### config.mk
export PLATFORM = sky130hd
export DESIGN_NAME = dswr_fifo
export DESIGN_NICKNAME = d
export VERILOG_FILES = /design/src/hw/rtl/dswr_pkg.sv /design/src/hw/rtl/dswr_fifo.sv
export SDC_FILE = /design/constraint.sdc
export NUM_CORES = 1
export LEC_CHECK = 0
export BUFFER_PORTS_ARGS = -buffer_cell sky130_fd_sc_hd__buf_2
export CAP_MARGIN = 10
export CORE_AREA = 3 3 187 116
export DETAILED_ROUTE_END_ITERATION = 12
export DIE_AREA = 0 0 190 119
export PLACE_DENSITY = 0.75
export SYNTH_ARGS = -nofsm -noshare
export SYNTH_HDL_FRONTEND = slang
export SYNTH_SLANG_ARGS = --single-unit
### constraint.sdc
create_clock -name i_clk -period 6.3 [get_ports i_clk]
set_clock_uncertainty 0.05 [all_clocks]
set_input_delay 0.63 -clock i_clk [delete_from_list [all_inputs] [get_ports i_clk]]
set_output_delay 0.63 -clock i_clk [all_outputs]
set_load 0.005 [all_outputs]
### src/hw/rtl/dswr_pkg.sv
// Types, constants and sine table for the distance sensor relocalizer.
// No dependencies.
package dswr_pkg;

    localparam int ARENA_HALF = 14400;
    localparam int NO_DETECT  = 9999;
    localparam int MIN_PERP   = 11469;
    localparam int FULL_TURN  = 23040;
    localparam int QTR_TURN   = 5760;
    localparam int N_REGS     = 8;

    typedef struct packed {
        logic signed [15:0] pose_x;
        logic signed [15:0] pose_y;
        logic [14:0]        heading;
        logic [3:0]         sensor_present;
        logic [13:0]        front_distance;
        logic [13:0]        back_distance;
        logic [13:0]        left_distance;
        logic [13:0]        right_distance;
    } t_in;

    typedef struct packed {
        logic signed [15:0] new_x;
        logic signed [15:0] new_y;
        logic               x_updated;
        logic               y_updated;
        logic [1:0]         x_sensor;
        logic [1:0]         y_sensor;
    } t_out;

    // one classified request in the queue
    typedef struct packed {
        logic signed [15:0] pose_x;
        logic signed [15:0] pose_y;
        logic signed [15:0] s;
        logic signed [15:0] c;
        logic [3:0]         use_mask;
        logic [3:0][13:0]   reading;
    } t_cls;

    typedef struct packed {
        logic signed [12:0] x;
        logic signed [12:0] y;
    } t_mount;

    localparam logic [14:0] SIN_DEG [0:90] = '{
        15'd0, 15'd286, 15'd572, 15'd857, 15'd1143, 15'd1428, 15'd1713, 15'd1997,
        15'd2280, 15'd2563, 15'd2845, 15'd3126, 15'd3406, 15'd3686, 15'd3964,
        15'd4240, 15'd4516, 15'd4790, 15'd5063, 15'd5334, 15'd5604, 15'd5872,
        15'd6138, 15'd6402, 15'd6664, 15'd6924, 15'd7182, 15'd7438, 15'd7692,
        15'd7943, 15'd8192, 15'd8438, 15'd8682, 15'd8923, 15'd9162, 15'd9397,
        15'd9630, 15'd9860, 15'd10087, 15'd10311, 15'd10531, 15'd10749, 15'd10963,
        15'd11174, 15'd11381, 15'd11585, 15'd11786, 15'd11982, 15'd12176,
        15'd12365, 15'd12551, 15'd12733, 15'd12911, 15'd13085, 15'd13255,
        15'd13421, 15'd13583, 15'd13741, 15'd13894, 15'd14044, 15'd14189,
        15'd14330, 15'd14466, 15'd14598, 15'd14726, 15'd14849, 15'd14968,
        15'd15082, 15'd15191, 15'd15296, 15'd15396, 15'd15491, 15'd15582,
        15'd15668, 15'd15749, 15'd15826, 15'd15897, 15'd15964, 15'd16026,
        15'd16083, 15'd16135, 15'd16182, 15'd16225, 15'd16262, 15'd16294,
        15'd16322, 15'd16344, 15'd16362, 15'd16374, 15'd16382, 15'd16384
    };

    // first quadrant, a in 0..5760, interpolated over 1/64 degree
    function automatic logic [14:0] sin_quarter(input logic [12:0] a);
        logic [6:0]  k;
        logic [5:0]  f;
        logic [8:0]  diff;
        logic [15:0] prod;
        k = a[12:6];
        f = a[5:0];
        if (k >= 7'd90) begin
            return SIN_DEG[90];
        end
        diff = 9'(SIN_DEG[7'(k + 7'd1)] - SIN_DEG[k]);
        prod = 16'(diff) * 16'(f) + 16'd32;
        return SIN_DEG[k] + 15'(prod[15:6]);
    endfunction

    // h already below one full turn
    function automatic logic signed [15:0] sin_fix(input logic [14:0] h);
        logic [14:0] q;
        priority if (h < 15'(QTR_TURN)) begin
            return $signed({1'b0, sin_quarter(h[12:0])});
        end else if (h < 15'(2 * QTR_TURN)) begin
            q = 15'(2 * QTR_TURN) - h;
            return $signed({1'b0, sin_quarter(q[12:0])});
        end else if (h < 15'(3 * QTR_TURN)) begin
            q = h - 15'(2 * QTR_TURN);
            return -$signed({1'b0, sin_quarter(q[12:0])});
        end else begin
            q = 15'(FULL_TURN) - h;
            return -$signed({1'b0, sin_quarter(q[12:0])});
        end
    endfunction

endpackage

### src/hw/rtl/dswr_fifo.sv
// Two-entry queue between the front end and the ray back end.
// Depends on dswr_pkg.
module dswr_fifo (
    input  logic           i_clk,
    input  logic           i_rst_n,
    input  logic           i_push,
    input  dswr_pkg::t_cls i_wdata,
    input  logic           i_pop,
    output logic           o_full,
    output logic           o_empty,
    output dswr_pkg::t_cls o_rdata
);
    dswr_pkg::t_cls r_mem [0:1];
    logic       r_wp, r_rp;
    logic [1:0] r_cnt;
    logic       n_wp, n_rp;
    logic [1:0] n_cnt;

    assign o_full  = (r_cnt == 2'd2);
    assign o_empty = (r_cnt == 2'd0);
    assign o_rdata = r_mem[r_rp];

    always_comb begin
        n_wp  = i_push ? ~r_wp : r_wp;
        n_rp  = i_pop ? ~r_rp : r_rp;
        n_cnt = r_cnt + 2'(i_push) - 2'(i_pop);
    end

    always_ff @(posedge i_clk) begin
        if (!i_rst_n) begin
            r_wp  <= 1'b0;
            r_rp  <= 1'b0;
            r_cnt <= 2'd0;
        end else begin
            r_wp  <= n_wp;
            r_rp  <= n_rp;
            r_cnt <= n_cnt;
        end
    end

    always_ff @(posedge i_clk) begin
        if (i_push) begin
            r_mem[r_wp] <= i_wdata;
        end
    end
endmodule

==> impl_metrics.xml, run 1 <==
<?xml version="1.0" encoding="UTF-8"?>
<metrics>
  <group name="place">
    <metric name="numPortBuffers" unit="">253</metric>
    <metric name="place.gp.congestion" unit="">0.8170</metric>
    <metric name="dp_slack" unit="ps">3429</metric>
    <metric name="hpwl_dp" unit="mm">12.49</metric>
  </group>
  <group name="floorplanning">
    <metric name="design.die.area" unit="mm2">0.02261</metric>
    <metric name="design.core.area" unit="mm2">0.01997</metric>
    <metric name="dieWidth" unit="um">190</metric>
    <metric name="floorplan.initialDensity" unit="%">47.14</metric>
    <metric name="rows" unit="">40</metric>
    <metric name="ioPinCount" unit="">254</metric>
    <metric name="die_h" unit="um">119</metric>
  </group>
  <group name="sta">
    <metric name="final_max_slew_viol_count" unit="">0</metric>
    <metric name="fin_crit" unit="ps">3125</metric>
    <metric name="slew_headroom" unit="%">22.59</metric>
    <metric name="post_route_setup_tns" unit="ps">0</metric>
    <metric name="finalHoldViolCount" unit="">0</metric>
    <metric name="setup_viol" unit="">0</metric>
    <metric name="transition_time_at_the_pin_with_the_least_slew_margin" unit="ps">1159</metric>
    <metric name="achievable-frequency" unit="MHz">320.0</metric>
    <metric name="fin_ws" unit="ps">3175</metric>
    <metric name="setup_repair_after_global_routing_missed_its_margin" unit="">false</metric>
    <metric name="final.period_utilization" unit="%">49.60</metric>
  </group>
  <group name="synthesis">
    <metric name="postSynthNetCount" unit="">537</metric>
    <metric name="synth_top_cells_by_area" unit="">edfxtp_1, mux2_4, mux2_2, dfxtp_1, buf_6</metric>
    <metric name="synth_cells" unit="">407</metric>
    <metric name="avgSynthCellArea" unit="um2">23.13</metric>
    <metric name="register_area_share_after_synthesis" unit="%">80.17</metric>
    <metric name="ys_types" unit="">14</metric>
    <metric name="cell_type_with_the_highest_aggregate_area_in_the_netlist" unit="">edfxtp_1</metric>
    <metric name="yosys.area.top_type_share" unit="%">79.11</metric>
    <metric name="ys_warn_count" unit="">0</metric>
    <metric name="synth-seq-cells" unit="">253</metric>
    <metric name="synth_area" unit="mm2">0.009414</metric>
  </group>
  <group name="worst_hold_path">
    <metric name="holdCritPathClass" unit="">in -&gt; reg</metric>
  </group>
  <group name="power">
    <metric name="peakVddDrop" unit="uV">190.8</metric>
    <metric name="power_per_cell_area" unit="mW/mm2">313.7</metric>
    <metric name="leakage" unit="nW">4.483</metric>
  </group>
  <group name="worst_setup_path">
    <metric name="cp.arrival" unit="ps">2440</metric>
    <metric name="crit_type" unit="">reg -&gt; out</metric>
    <metric name="crit_path_max_incr_delay" unit="ps">710</metric>
    <metric name="critical_path.endpoint_type" unit="">primary output</metric>
    <metric name="critical-path-slowest-cell" unit="">buf_4</metric>
    <metric name="worst_setup_path_start_kind" unit="">flip-flop</metric>
    <metric name="crit_path_cell_trace" unit="">buf_4 -&gt; mux2_2 -&gt; buf_2</metric>
    <metric name="required" unit="ps">5620</metric>
    <metric name="critPathMaxFanout" unit="">45</metric>
  </group>
  <group name="clock_tree">
    <metric name="tritoncts.num_buffers" unit="">23</metric>
    <metric name="ctsLongestPathBuffers" unit="">3</metric>
    <metric name="path_clk_slew" unit="ps">60</metric>
    <metric name="cts_hold_buf" unit="">0</metric>
    <metric name="cts-resized-gates" unit="">0</metric>
    <metric name="post-cts-setup-buffer-count" unit="">0</metric>
    <metric name="cts.sink_count" unit="">253</metric>
    <metric name="clock_tree_root" unit="">clkbuf_16</metric>
    <metric name="worst_skew_pair.late_latency" unit="ps">490</metric>
    <metric name="cts_tree" unit="">built</metric>
    <metric name="htree_levels" unit="">1</metric>
  </group>
  <group name="grt">
    <metric name="antenna_violations_before_repair" unit="">1</metric>
    <metric name="grt_max_degree" unit="">84</metric>
    <metric name="grt_util_all_layers" unit="%">15.44</metric>
    <metric name="global_route.overflow_total" unit="">0</metric>
    <metric name="first_global_vias" unit="">4936</metric>
    <metric name="grt_pass1_wl" unit="mm">27.29</metric>
  </group>
  <group name="cells_and_area">
    <metric name="antenna_cells_inserted" unit="">0</metric>
    <metric name="final_nets" unit="">806</metric>
    <metric name="layout-area-overhead-vs-synth" unit="%">23.63</metric>
    <metric name="final_layout_size_suffix_gt1_share" unit="%">59.65</metric>
  </group>
  <group name="routing">
    <metric name="drc" unit="">0</metric>
    <metric name="detailedRoute.firstIterationViolations" unit="">307</metric>
    <metric name="via_per_inst" unit="">4.922</metric>
    <metric name="ant_nets" unit="">0</metric>
    <metric name="postRouteWirelength" unit="mm">18.23</metric>
    <metric name="route.detailed.wl_per_inst" unit="um">18.95</metric>
    <metric name="detail_route.first_pass.iterations" unit="">4</metric>
    <metric name="routed-via-count" unit="">4735</metric>
  </group>
  <group name="run_status">
    <metric name="result_of_the_run" unit="">completed</metric>
  </group>
  <group name="flow_run">
    <metric name="cap_viol_max_count" unit="">0</metric>
  </group>
</metrics>
-- registers in the layout, indices dropped and copies added (netlist names), named ones only --
register,flops
r_mem,248
r_cnt,2
r_rp,1
r_wp,1
-- critical path: cells and delay by family (launching register included) --
family / cells / cell delay, ps
buffers and inverters: 2 / 840
DFF: 1 / 670
muxes: 1 / 410
-- area by class of cell --
| type | count | area [um2] |
|---|---|---|
| Clock inverter | 7 | 80.08 |
| Timing Repair Buffer | 258 | 1304 |
| Inverter | 2 | 7.507 |
| Sequential cell | 253 | 7551 |
| Tap cell | 273 | 341.6 |
| Clock buffer | 31 | 605.6 |
| Fill cell | 1483 | 8330 |
| Multi-Input combinational cell | 138 | 1749 |
-- power breakdown --
part | switching, mW | internal, mW | leakage [nW]
clock network | 0.547 | 0.751 | 0.331
logic | 0.172 | 0.202 | 1.78
registers | 0.0316 | 1.95 | 2.37
total | 0.750 | 2.90 | 4.48
-- path summary, 6_finish.rpt --
kind | depth (start not counted) | slack [ps] | from | to
setup / recovery | 3 | 3180 | flip-flop | o_rdata[37]
hold / removal | 1 | 280 | i_wdata[27] | r_mem[0][27]$_DFFE_PP_
setup reg to reg | 2 | 3870 | r_wp$_SDFFE_PN0P_ | r_mem[1][68]$_DFFE_PP_
hold reg to reg | 2 | 560 | r_rp$_SDFFE_PN0P_ | r_rp$_SDFFE_PN0P_
-- metrics by stage --
| step | area, um2 | hold slack [ps] | utilization [%] | std cells | total power, mW |
|---|---|---|---|---|---|
| floorplan | 9417 | 504.6 | - | 407 | 2.224 |
| global placement | 10950 | 510.0 | 54.85 | 924 | 2.373 |
| detailed placement | 10950 | 525.5 | 54.85 | 924 | 2.393 |
| CTS | 11640 | 253.5 | 58.28 | 962 | 3.687 |
| global route | 11640 | 251.4 | 58.28 | 962 | 3.787 |
| finish | 11640 | 276.5 | 58.28 | 962 | 3.651 |
-- cells in the final DEF (no fill, tap or decap), drive strengths merged, types with 2 or more instances in the layout --
cell type / n
and2: 4
inv: 2
bufinv: 2
clkbuf: 31
dfxtp: 5
clkinv: 5
buf: 258
nor2b: 4
edfxtp: 248
mux2: 124
ha: 2
-- per-layer routing --
metal	up-vias	GRT usage [%]	wire length, um
met5	-	0	13
met4	2	3.184	289
met3	23	4.854	1699
met2	215	23.65	8006
met1	2348	21.97	8225
li1	2147	-	-
-- kinds of logic (layout without fill, tap and decap cells) --
kind of cell | count (synthesis) | after routing | synth area share [%]
AO/OA/AOI/OAI | 1 | 1 | 0.07977
XOR/XNOR | 2 | 2 | 0.3323
adder cells (fa/ha/maj) | 2 | 2 | 0.2658
buffers and inverters | 16 | 298 | 1.356
flip-flops | 253 | 253 | 80.17
multiplexers | 124 | 124 | 17.22
AND/OR/NAND/NOR | 9 | 9 | 0.5714
-- synth_stat cells --
library cell  number
and2_1             4
buf_6              8
buf_2              6
edfxtp_1         248
dfxtp_1            5
xor2_1             1
ha_1               2
mux2_4            60
xnor3_1            1
nor2_1             1
inv_1              2
mux2_2            64
nor2b_1            4
o21a_1             1
Power figures use the tool's default switching activity.
==> inputs of run 2 (changes only) <==
--- a/config.mk
+++ b/config.mk
@@ -5,6 +5,7 @@
 export SDC_FILE = /design/constraint.sdc
 export NUM_CORES = 1
 export LEC_CHECK = 0
+export ABC_AREA = 1
 export BUFFER_PORTS_ARGS = -buffer_cell sky130_fd_sc_hd__buf_2
 export CAP_MARGIN = 10
 export CORE_AREA = 3 3 187 116
==> constraint.sdc (replaced) <==
create_clock -name i_clk -period 2.7 [get_ports i_clk]
set_clock_uncertainty 0.05 [all_clocks]
set_input_delay 0.27 -clock i_clk [delete_from_list [all_inputs] [get_ports i_clk]]
set_output_delay 0.27 -clock i_clk [all_outputs]
set_load 0.005 [all_outputs]
==> run 2 against run 1 <==
  * Die area did not move
  * Setup slack got worse by 2700 ps
  * Flip-flop and latch count did not move
  * Critical endpoint is now o_rdata[57]
  * Largest cell class unchanged
  * Largest power group unchanged
==> impl_metrics.xml, run 2 <==
<?xml version="1.0" encoding="UTF-8"?>
<metrics>
  <group name="synthesis">
    <metric name="synth.top_cells.by_count" unit="">edfxtp_1, mux2_2, mux2_4</metric>
    <metric name="synth_area" unit="mm2">0.009414</metric>
    <metric name="synth_top_cells_by_area" unit="">edfxtp_1, mux2_4, mux2_2, dfxtp_1, buf_6</metric>
    <metric name="register_area_share_after_synthesis" unit="%">80.17</metric>
    <metric name="ys_types" unit="">12</metric>
    <metric name="synth_async_sr_flop_share" unit="%">0</metric>
    <metric name="post_synth_edffs" unit="">248</metric>
    <metric name="synth_cells" unit="">419</metric>
    <metric name="synth_most_common_cell" unit="">edfxtp_1</metric>
    <metric name="avgSynthCellArea" unit="um2">22.47</metric>
    <metric name="synth-seq-cells" unit="">253</metric>
    <metric name="synthFlopType" unit="">edfxtp_1</metric>
    <metric name="ys_warn_count" unit="">0</metric>
    <metric name="cell_type_with_the_highest_aggregate_area_in_the_netlist" unit="">edfxtp_1</metric>
    <metric name="postSynthNetCount" unit="">549</metric>
    <metric name="yosys.area.top_type_share" unit="%">79.11</metric>
  </group>
  <group name="clock_tree">
    <metric name="cts-resized-gates" unit="">0</metric>
    <metric name="clock_tree_root" unit="">clkbuf_16</metric>
    <metric name="worst_skew_pair.late_latency" unit="ps">500</metric>
    <metric name="tritoncts.num_buffers" unit="">24</metric>
    <metric name="cts_tree" unit="">built</metric>
    <metric name="post-cts-setup-buffer-count" unit="">0</metric>
    <metric name="ctsLongestPathBuffers" unit="">3</metric>
    <metric name="cts.sink_count" unit="">253</metric>
    <metric name="path_clk_slew" unit="ps">60</metric>
    <metric name="htree_levels" unit="">1</metric>
  </group>
  <group name="routing">
    <metric name="drc" unit="">0</metric>
    <metric name="detailedRoute.firstIterationViolations" unit="">288</metric>
    <metric name="routed-via-count" unit="">5349</metric>
    <metric name="dr_wl_met3" unit="mm">1.472</metric>
    <metric name="ant_nets" unit="">0</metric>
    <metric name="route.detailed.wl_per_inst" unit="um">18.44</metric>
    <metric name="postRouteWirelength" unit="mm">20.39</metric>
    <metric name="met2WireLength" unit="mm">9.999</metric>
    <metric name="top_layer_used" unit="">met4</metric>
    <metric name="m1WireLength" unit="mm">8.540</metric>
    <metric name="detail_route.first_pass.iterations" unit="">4</metric>
    <metric name="via_per_inst" unit="">4.836</metric>
  </group>
  <group name="sta">
    <metric name="achievable-frequency" unit="MHz">452.7</metric>
    <metric name="post_route_setup_tns" unit="ps">0</metric>
    <metric name="final.period_utilization" unit="%">81.81</metric>
    <metric name="final_max_slew_viol_count" unit="">0</metric>
    <metric name="setup_viol" unit="">0</metric>
    <metric name="setup_repair_after_global_routing_missed_its_margin" unit="">false</metric>
    <metric name="fin_crit" unit="ps">2209</metric>
    <metric name="transition_time_at_the_pin_with_the_least_slew_margin" unit="ps">608.1</metric>
    <metric name="finalHoldViolCount" unit="">0</metric>
    <metric name="slew_headroom" unit="%">59.46</metric>
  </group>
  <group name="worst_hold_path">
    <metric name="holdCritPathClass" unit="">in -&gt; reg</metric>
    <metric name="worstHoldPathCells" unit="">2</metric>
    <metric name="hold_path_end" unit="">r_mem[1][53]$_DFFE_PP_</metric>
    <metric name="min_from" unit="">i_wdata[53]</metric>
  </group>
  <group name="power">
    <metric name="switching_share" unit="%">21.16</metric>
    <metric name="power_frac_clock" unit="%">35.2</metric>
    <metric name="power_per_cell_area" unit="mW/mm2">661.2</metric>
    <metric name="peakVddDrop" unit="uV">571.6</metric>
    <metric name="pwr-share-seq" unit="%">53.7</metric>
    <metric name="p_switching" unit="mW">1.817</metric>
    <metric name="leakage" unit="nW">5.062</metric>
    <metric name="comb_power_share" unit="%">11.1</metric>
    <metric name="internal_power" unit="mW">6.771</metric>
  </group>
  <group name="cells_and_area">
    <metric name="final_nets" unit="">947</metric>
    <metric name="final_layout_size_suffix_gt1_share" unit="%">49.94</metric>
    <metric name="mostFrequentLayoutCell" unit="">buf_2</metric>
    <metric name="highest_count_cells_in_the_layout_ignoring_fill_and_taps" unit="">buf_2, edfxtp_1, dlygate4sd3_1, mux2_2, mux2_4</metric>
    <metric name="nFillCells" unit="">1312</metric>
    <metric name="antenna_cells_inserted" unit="">0</metric>
    <metric name="top_regs" unit="">r_mem x248, r_cnt x2</metric>
    <metric name="largest_register_ff_count" unit="">248</metric>
    <metric name="layout-area-overhead-vs-synth" unit="%">37.97</metric>
    <metric name="layout.core_utilization" unit="%">65.04</metric>
    <metric name="registers.top_by_ff_count" unit="">r_mem</metric>
  </group>
  <group name="floorplanning">
    <metric name="design.core.area" unit="mm2">0.01997</metric>
    <metric name="die_h" unit="um">119</metric>
    <metric name="design.die.area" unit="mm2">0.02261</metric>
    <metric name="floorplan.initialDensity" unit="%">47.14</metric>
    <metric name="rows" unit="">40</metric>
    <metric name="ioPinCount" unit="">254</metric>
    <metric name="dieWidth" unit="um">190</metric>
  </group>
  <group name="run_status">
    <metric name="result_of_the_run" unit="">completed</metric>
  </group>
  <group name="worst_setup_path">
    <metric name="r2r-end" unit="">r_mem[1][115]$_DFFE_PP_</metric>
    <metric name="critPathMaxFanout" unit="">80</metric>
    <metric name="timing.reg2reg.setup_slack" unit="ps">1140</metric>
    <metric name="required" unit="ps">2380</metric>
    <metric name="rr_worst_depth" unit="">3</metric>
    <metric name="crit_type" unit="">reg -&gt; out</metric>
    <metric name="critical_path.endpoint_type" unit="">primary output</metric>
    <metric name="timing.rr.start" unit="">r_wp$_SDFFE_PN0P_</metric>
    <metric name="worst_setup_path_start_kind" unit="">flip-flop</metric>
    <metric name="crit_path_max_incr_delay" unit="ps">410</metric>
    <metric name="crit_path_cell_trace" unit="">buf_12 -&gt; mux2_2 -&gt; buf_2</metric>
    <metric name="cp.arrival" unit="ps">1890</metric>
    <metric name="critical-path-slowest-cell" unit="">mux2_2</metric>
  </group>
  <group name="flow_run">
    <metric name="cap_viol_max_count" unit="">0</metric>
  </group>
  <group name="place">
    <metric name="place.gp.congestion" unit="">0.7512</metric>
    <metric name="hpwl_dp" unit="mm">12.29</metric>
    <metric name="numPortBuffers" unit="">253</metric>
  </group>
  <group name="grt">
    <metric name="grt_pass1_wl" unit="mm">31.36</metric>
    <metric name="first_global_vias" unit="">5740</metric>
    <metric name="antenna_violations_before_repair" unit="">0</metric>
    <metric name="grt_util_all_layers" unit="%">17.48</metric>
    <metric name="global_route.overflow_total" unit="">0</metric>
    <metric name="grt_max_degree" unit="">81</metric>
  </group>
</metrics>
## run 2: cell count changes after synthesis, moves of 4 or more
cell	delta
nand2_1	+8
nor2_1	+8
inv_1	+5
and2_1	-4
nor2b_1	-4
## run 2: critical path: cells and delay by family, from the launching register on
family / cells / cell delay (ps)
buffers and inverters: 2 / 500
muxes: 1 / 410
DFF: 1 / 370
## run 2: area by class of cell
class / instances / area (um2) / share of cell area, %
flip-flops and latches: 253 / 7551 / 58.14
repair buffers: 386 / 2633 / 20.27
multi-input cells: 145 / 1730 / 13.32
clock buffers: 30 / 644.4 / 4.961
well taps: 273 / 341.6 / 2.630
clock inverters: 12 / 58.81 / 0.4528
inverters: 7 / 30.03 / 0.2312
## run 2: cells by family after synthesis
| logic type | count (synthesis) | synth area share (%) |
|---|---|---|
| and+or+nand+nor | 18 | 0.7309 |
| DFF | 253 | 80.17 |
| adders and majority gates | 2 | 0.2658 |
| buffers and inverters | 21 | 1.555 |
| muxes | 124 | 17.22 |
| AOI/OAI and AO/OA | 1 | 0.05311 |
## run 2: repair_timing
action,in CTS,in global routing
setup endpoints to repair,0,0
hold buffers,127,0
endpoints found under the hold margin,253,0
## run 2: worst max path at each step
stage | start | end | slack (ps)
after floorplan | r_wp$_SDFFE_PN0P_ | r_mem[1][0]$_DFFE_PP_ | 20
after global placement | flip-flop | o_rdata[60] | 1060
after detailed placement | flip-flop | o_rdata[57] | 1030
after CTS | flip-flop | o_rdata[57] | 470
after global routing | flip-flop | o_rdata[57] | 390
final | flip-flop | o_rdata[57] | 490
## run 2: per-layer routing
layer	up-vias	GRT usage, %
met3	37	4.648
li1	2445	-
met2	220	29.53
met4	0	4.107
met1	2647	22.76
met5	-	0
## run 2: power by group through the flow
stage	combinational, mW	sequential [mW]	clock [mW]
after floorplan	0.436	4.68	0
after global placement	0.775	4.67	0
after detailed placement	0.802	4.69	0
after CTS	0.952	4.61	3.10
after global routing	1.03	4.62	3.29
final	0.955	4.61	3.02
## run 2: through the flow
step	hold slack, ps	power (mW)	setup slack [ps]	cells	area, um2
after detailed placement	411.2	5.490	1025	937	11010
after floorplan	313.5	5.112	15.24	419	9428
after global placement	406.5	5.449	1056	937	11010
final	434.7	8.588	491.2	1106	12990
after global routing	411.7	8.946	391.1	1106	12990
after CTS	407.9	8.656	467.7	1106	12990
==> inputs of run 3 (changes only) <==
==> config.mk (replaced) <==
export PLATFORM = sky130hd
export DESIGN_NAME = dswr_fifo
export DESIGN_NICKNAME = d
export VERILOG_FILES = /design/src/hw/rtl/dswr_pkg.sv /design/src/hw/rtl/dswr_fifo.sv
export SDC_FILE = /design/constraint.sdc
export NUM_CORES = 1
export LEC_CHECK = 0
export ABC_AREA = 0
export BUFFER_PORTS_ARGS = -buffer_cell sky130_fd_sc_hd__buf_2
export CAP_MARGIN = 10
export CORE_AREA = 3 3 178 111
export DETAILED_ROUTE_END_ITERATION = 12
export DIE_AREA = 0 0 181 114
export PLACE_DENSITY = 0.78
export SYNTH_ARGS = -nofsm -noshare
export SYNTH_HDL_FRONTEND = slang
export SYNTH_SLANG_ARGS = --single-unit
==> constraint.sdc (replaced) <==
create_clock -name i_clk -period 2.15 [get_ports i_clk]
set_clock_uncertainty 0.05 [all_clocks]
set_input_delay 0.215 -clock i_clk [delete_from_list [all_inputs] [get_ports i_clk]]
set_output_delay 0.215 -clock i_clk [all_outputs]
set_load 0.005 [all_outputs]
==> run 3 against run 2 <==
  * Non-clock buffer count is 4 higher
  * Clock power is 17% higher
  * Routed wire length hardly changed
  * Via count is 2.7% lower
  * Global-route usage is 2.0 points higher
  * Final area is 0.65% lower
  * Die area is 8.7% lower
  * Cell count is 4.2% lower
  * Combinational power is 40% higher
  * Utilization is 6.6 points higher
  * Critical path depth stayed put
  * Flip-flop and latch count stayed put
  * Critical path type unchanged
  * Critical endpoint is now o_rdata[0]
  * Highest routed layer unchanged
==> impl_metrics.xml, run 3 (synthesized netlist as in run 1, its figures left out) <==
<?xml version="1.0" encoding="UTF-8"?>
<metrics>
  <group name="run_status">
    <metric name="result_of_the_run" unit="">completed</metric>
  </group>
  <group name="cells_and_area">
    <metric name="nFillCells" unit="">1067</metric>
    <metric name="mostFrequentLayoutCell" unit="">buf_2</metric>
    <metric name="layout-area-overhead-vs-synth" unit="%">37.08</metric>
    <metric name="highest_count_cells_in_the_layout_ignoring_fill_and_taps" unit="">buf_2, edfxtp_1, dlygate4sd3_1, mux2_2, mux2_4</metric>
    <metric name="final_cells" unit="">1060</metric>
    <metric name="antenna_cells_inserted" unit="">0</metric>
    <metric name="final_layout_size_suffix_gt1_share" unit="%">51.34</metric>
    <metric name="registers.top_by_ff_count" unit="">r_mem</metric>
    <metric name="largest_register_ff_count" unit="">248</metric>
    <metric name="final_nets" unit="">938</metric>
    <metric name="top_regs" unit="">r_mem x248, r_cnt x2</metric>
  </group>
  <group name="place">
    <metric name="numPortBuffers" unit="">253</metric>
    <metric name="dp.cells" unit="">895</metric>
    <metric name="hpwl_dp" unit="mm">12.14</metric>
    <metric name="place.gp.congestion" unit="">0.7781</metric>
  </group>
  <group name="worst_hold_path">
    <metric name="holdCritPathClass" unit="">in -&gt; reg</metric>
  </group>
  <group name="worst_setup_path">
    <metric name="required" unit="ps">1880</metric>
    <metric name="crit_type" unit="">reg -&gt; out</metric>
    <metric name="cp.arrival" unit="ps">1780</metric>
    <metric name="worst_setup_path_start_kind" unit="">flip-flop</metric>
    <metric name="critical_path.endpoint_type" unit="">primary output</metric>
    <metric name="critPathMaxFanout" unit="">36</metric>
  </group>
  <group name="sta">
    <metric name="fin_crit" unit="ps">2044</metric>
    <metric name="finalHoldViolCount" unit="">0</metric>
    <metric name="post_route_setup_tns" unit="ps">0</metric>
    <metric name="slew_headroom" unit="%">65.33</metric>
    <metric name="setup_viol" unit="">0</metric>
    <metric name="achievable-frequency" unit="MHz">489.2</metric>
    <metric name="final_max_slew_viol_count" unit="">0</metric>
    <metric name="setup_repair_after_global_routing_missed_its_margin" unit="">false</metric>
    <metric name="transition_time_at_the_pin_with_the_least_slew_margin" unit="ps">520.0</metric>
    <metric name="final.period_utilization" unit="%">95.09</metric>
  </group>
  <group name="clock_tree">
    <metric name="htree_levels" unit="">1</metric>
    <metric name="cts.sink_count" unit="">253</metric>
    <metric name="cts_tree" unit="">built</metric>
    <metric name="clock_tree_root" unit="">clkbuf_16</metric>
    <metric name="tritoncts.num_buffers" unit="">23</metric>
    <metric name="ctsLongestPathBuffers" unit="">3</metric>
    <metric name="worst_skew_pair.late_latency" unit="ps">480</metric>
    <metric name="path_clk_slew" unit="ps">60</metric>
  </group>
  <group name="grt">
    <metric name="antenna_violations_before_repair" unit="">0</metric>
    <metric name="first_global_vias" unit="">5774</metric>
    <metric name="grt_util_all_layers" unit="%">19.52</metric>
    <metric name="global_route.overflow_total" unit="">0</metric>
    <metric name="grt_pass1_wl" unit="mm">31.71</metric>
    <metric name="grt_max_degree" unit="">90</metric>
  </group>
  <group name="routing">
    <metric name="detail_route.first_pass.iterations" unit="">4</metric>
    <metric name="drc" unit="">0</metric>
    <metric name="met2WireLength" unit="mm">10.16</metric>
    <metric name="via_per_inst" unit="">4.908</metric>
    <metric name="detailedRoute.firstIterationViolations" unit="">330</metric>
    <metric name="route.detailed.wl_per_inst" unit="um">19.25</metric>
    <metric name="ant_nets" unit="">0</metric>
    <metric name="m1WireLength" unit="mm">8.265</metric>
    <metric name="top_layer_used" unit="">met4</metric>
    <metric name="postRouteWirelength" unit="mm">20.41</metric>
    <metric name="dr_wl_met3" unit="mm">1.507</metric>
    <metric name="routed-via-count" unit="">5203</metric>
  </group>
  <group name="power">
    <metric name="power_per_cell_area" unit="mW/mm2">825.1</metric>
    <metric name="leakage" unit="nW">5.040</metric>
    <metric name="peakVddDrop" unit="uV">667.2</metric>
  </group>
  <group name="floorplanning">
    <metric name="ioPinCount" unit="">254</metric>
    <metric name="rows" unit="">38</metric>
    <metric name="floorplan.initialDensity" unit="%">52.24</metric>
    <metric name="dieWidth" unit="um">181</metric>
    <metric name="design.die.area" unit="mm2">0.02063</metric>
    <metric name="design.core.area" unit="mm2">0.01802</metric>
    <metric name="die_h" unit="um">114</metric>
  </group>
  <group name="flow_run">
    <metric name="cap_viol_max_count" unit="">0</metric>
  </group>
</metrics>
[run 3: changes by cell type in the layout (fill, tap and decap cells not counted), moves of 2 or more]
cell / delta
clkinv_1: -5
nand2_1: -7
inv_1: -4
clkinv_2: +3
dlygate4sd3_1: -2
buf_4: +5
clkinvlp_4: -2
nor2_1: -7
clkbuf_16: -2
and2_1: +3
nor2b_1: +3
[run 3: path summary, 6_finish.rpt]
| check | slack, ps | end | from | depth (start not counted) |
|---|---|---|---|---|
| worst max register to register | 760 | r_mem[1][87]$_DFFE_PP_ | r_wp$_SDFFE_PN0P_ | 2 |
| worst min-delay path | 30 | flip-flop | i_pop | 3 |
| worst min register to register | 530 | flip-flop | r_rp$_SDFFE_PN0P_ | 2 |
| worst max-delay path | 110 | o_rdata[0] | flip-flop | 3 |
[run 3: stage by stage]
stage | hold slack, ps | utilization, % | cell area (um2) | setup slack (ps) | power [mW]
6_report | 28.82 | 71.62 | 12900 | 105.7 | 10.65
5_1_grt | 32.20 | 71.62 | 12900 | 35.83 | 11.09
4_1_cts | 1.921 | 71.62 | 12900 | 73.97 | 10.75
3_5_place_dp | 356.1 | 61.01 | 10990 | 431.5 | 7.023
3_3_place_gp | 351.7 | 61.01 | 10990 | 474.8 | 6.969
2_1_floorplan | 263.9 | - | 9424 | -487.8 | 6.505
[run 3: area by class of cell]
type | count | area [um2] | share of cell area (%)
clock buffer | 29 | 598.1 | 4.634
clock inverter | 8 | 36.28 | 0.2812
inverter | 2 | 7.507 | 0.05817
multi-input combinational | 138 | 1749 | 13.55
sequential | 253 | 7552 | 58.52
tap | 240 | 300.3 | 2.327
timing repair buffer | 390 | 2661 | 20.62
[run 3: routing by layer]
metal | vias up | global-route usage, %
li1 | 2408 | -
met1 | 2526 | 24.41
met2 | 230 | 34.31
met3 | 39 | 5.481
met4 | 0 | 4.716
met5 | - | 0
[run 3: where the power goes]
group          switching [mW]  internal, mW  leakage (nW)
Sequential             0.0783          5.71          2.37
Clock                    1.57          1.95         0.315
Combinational           0.574         0.769          2.36
Total                    2.22          8.43          5.04
[run 3: worst max-delay path, cell delays in order (launching register included)]
cell and delay, ps:
dfxtp_4 430, buf_12 270, mux2_2 410, buf_2 140
[run 3: repair_timing]
item	CTS	global route
gates resized for setup	1	0
hold buffers	125	0
buffers inserted	3	0
setup endpoints to repair	78	0
endpoints found under the hold margin	253	0
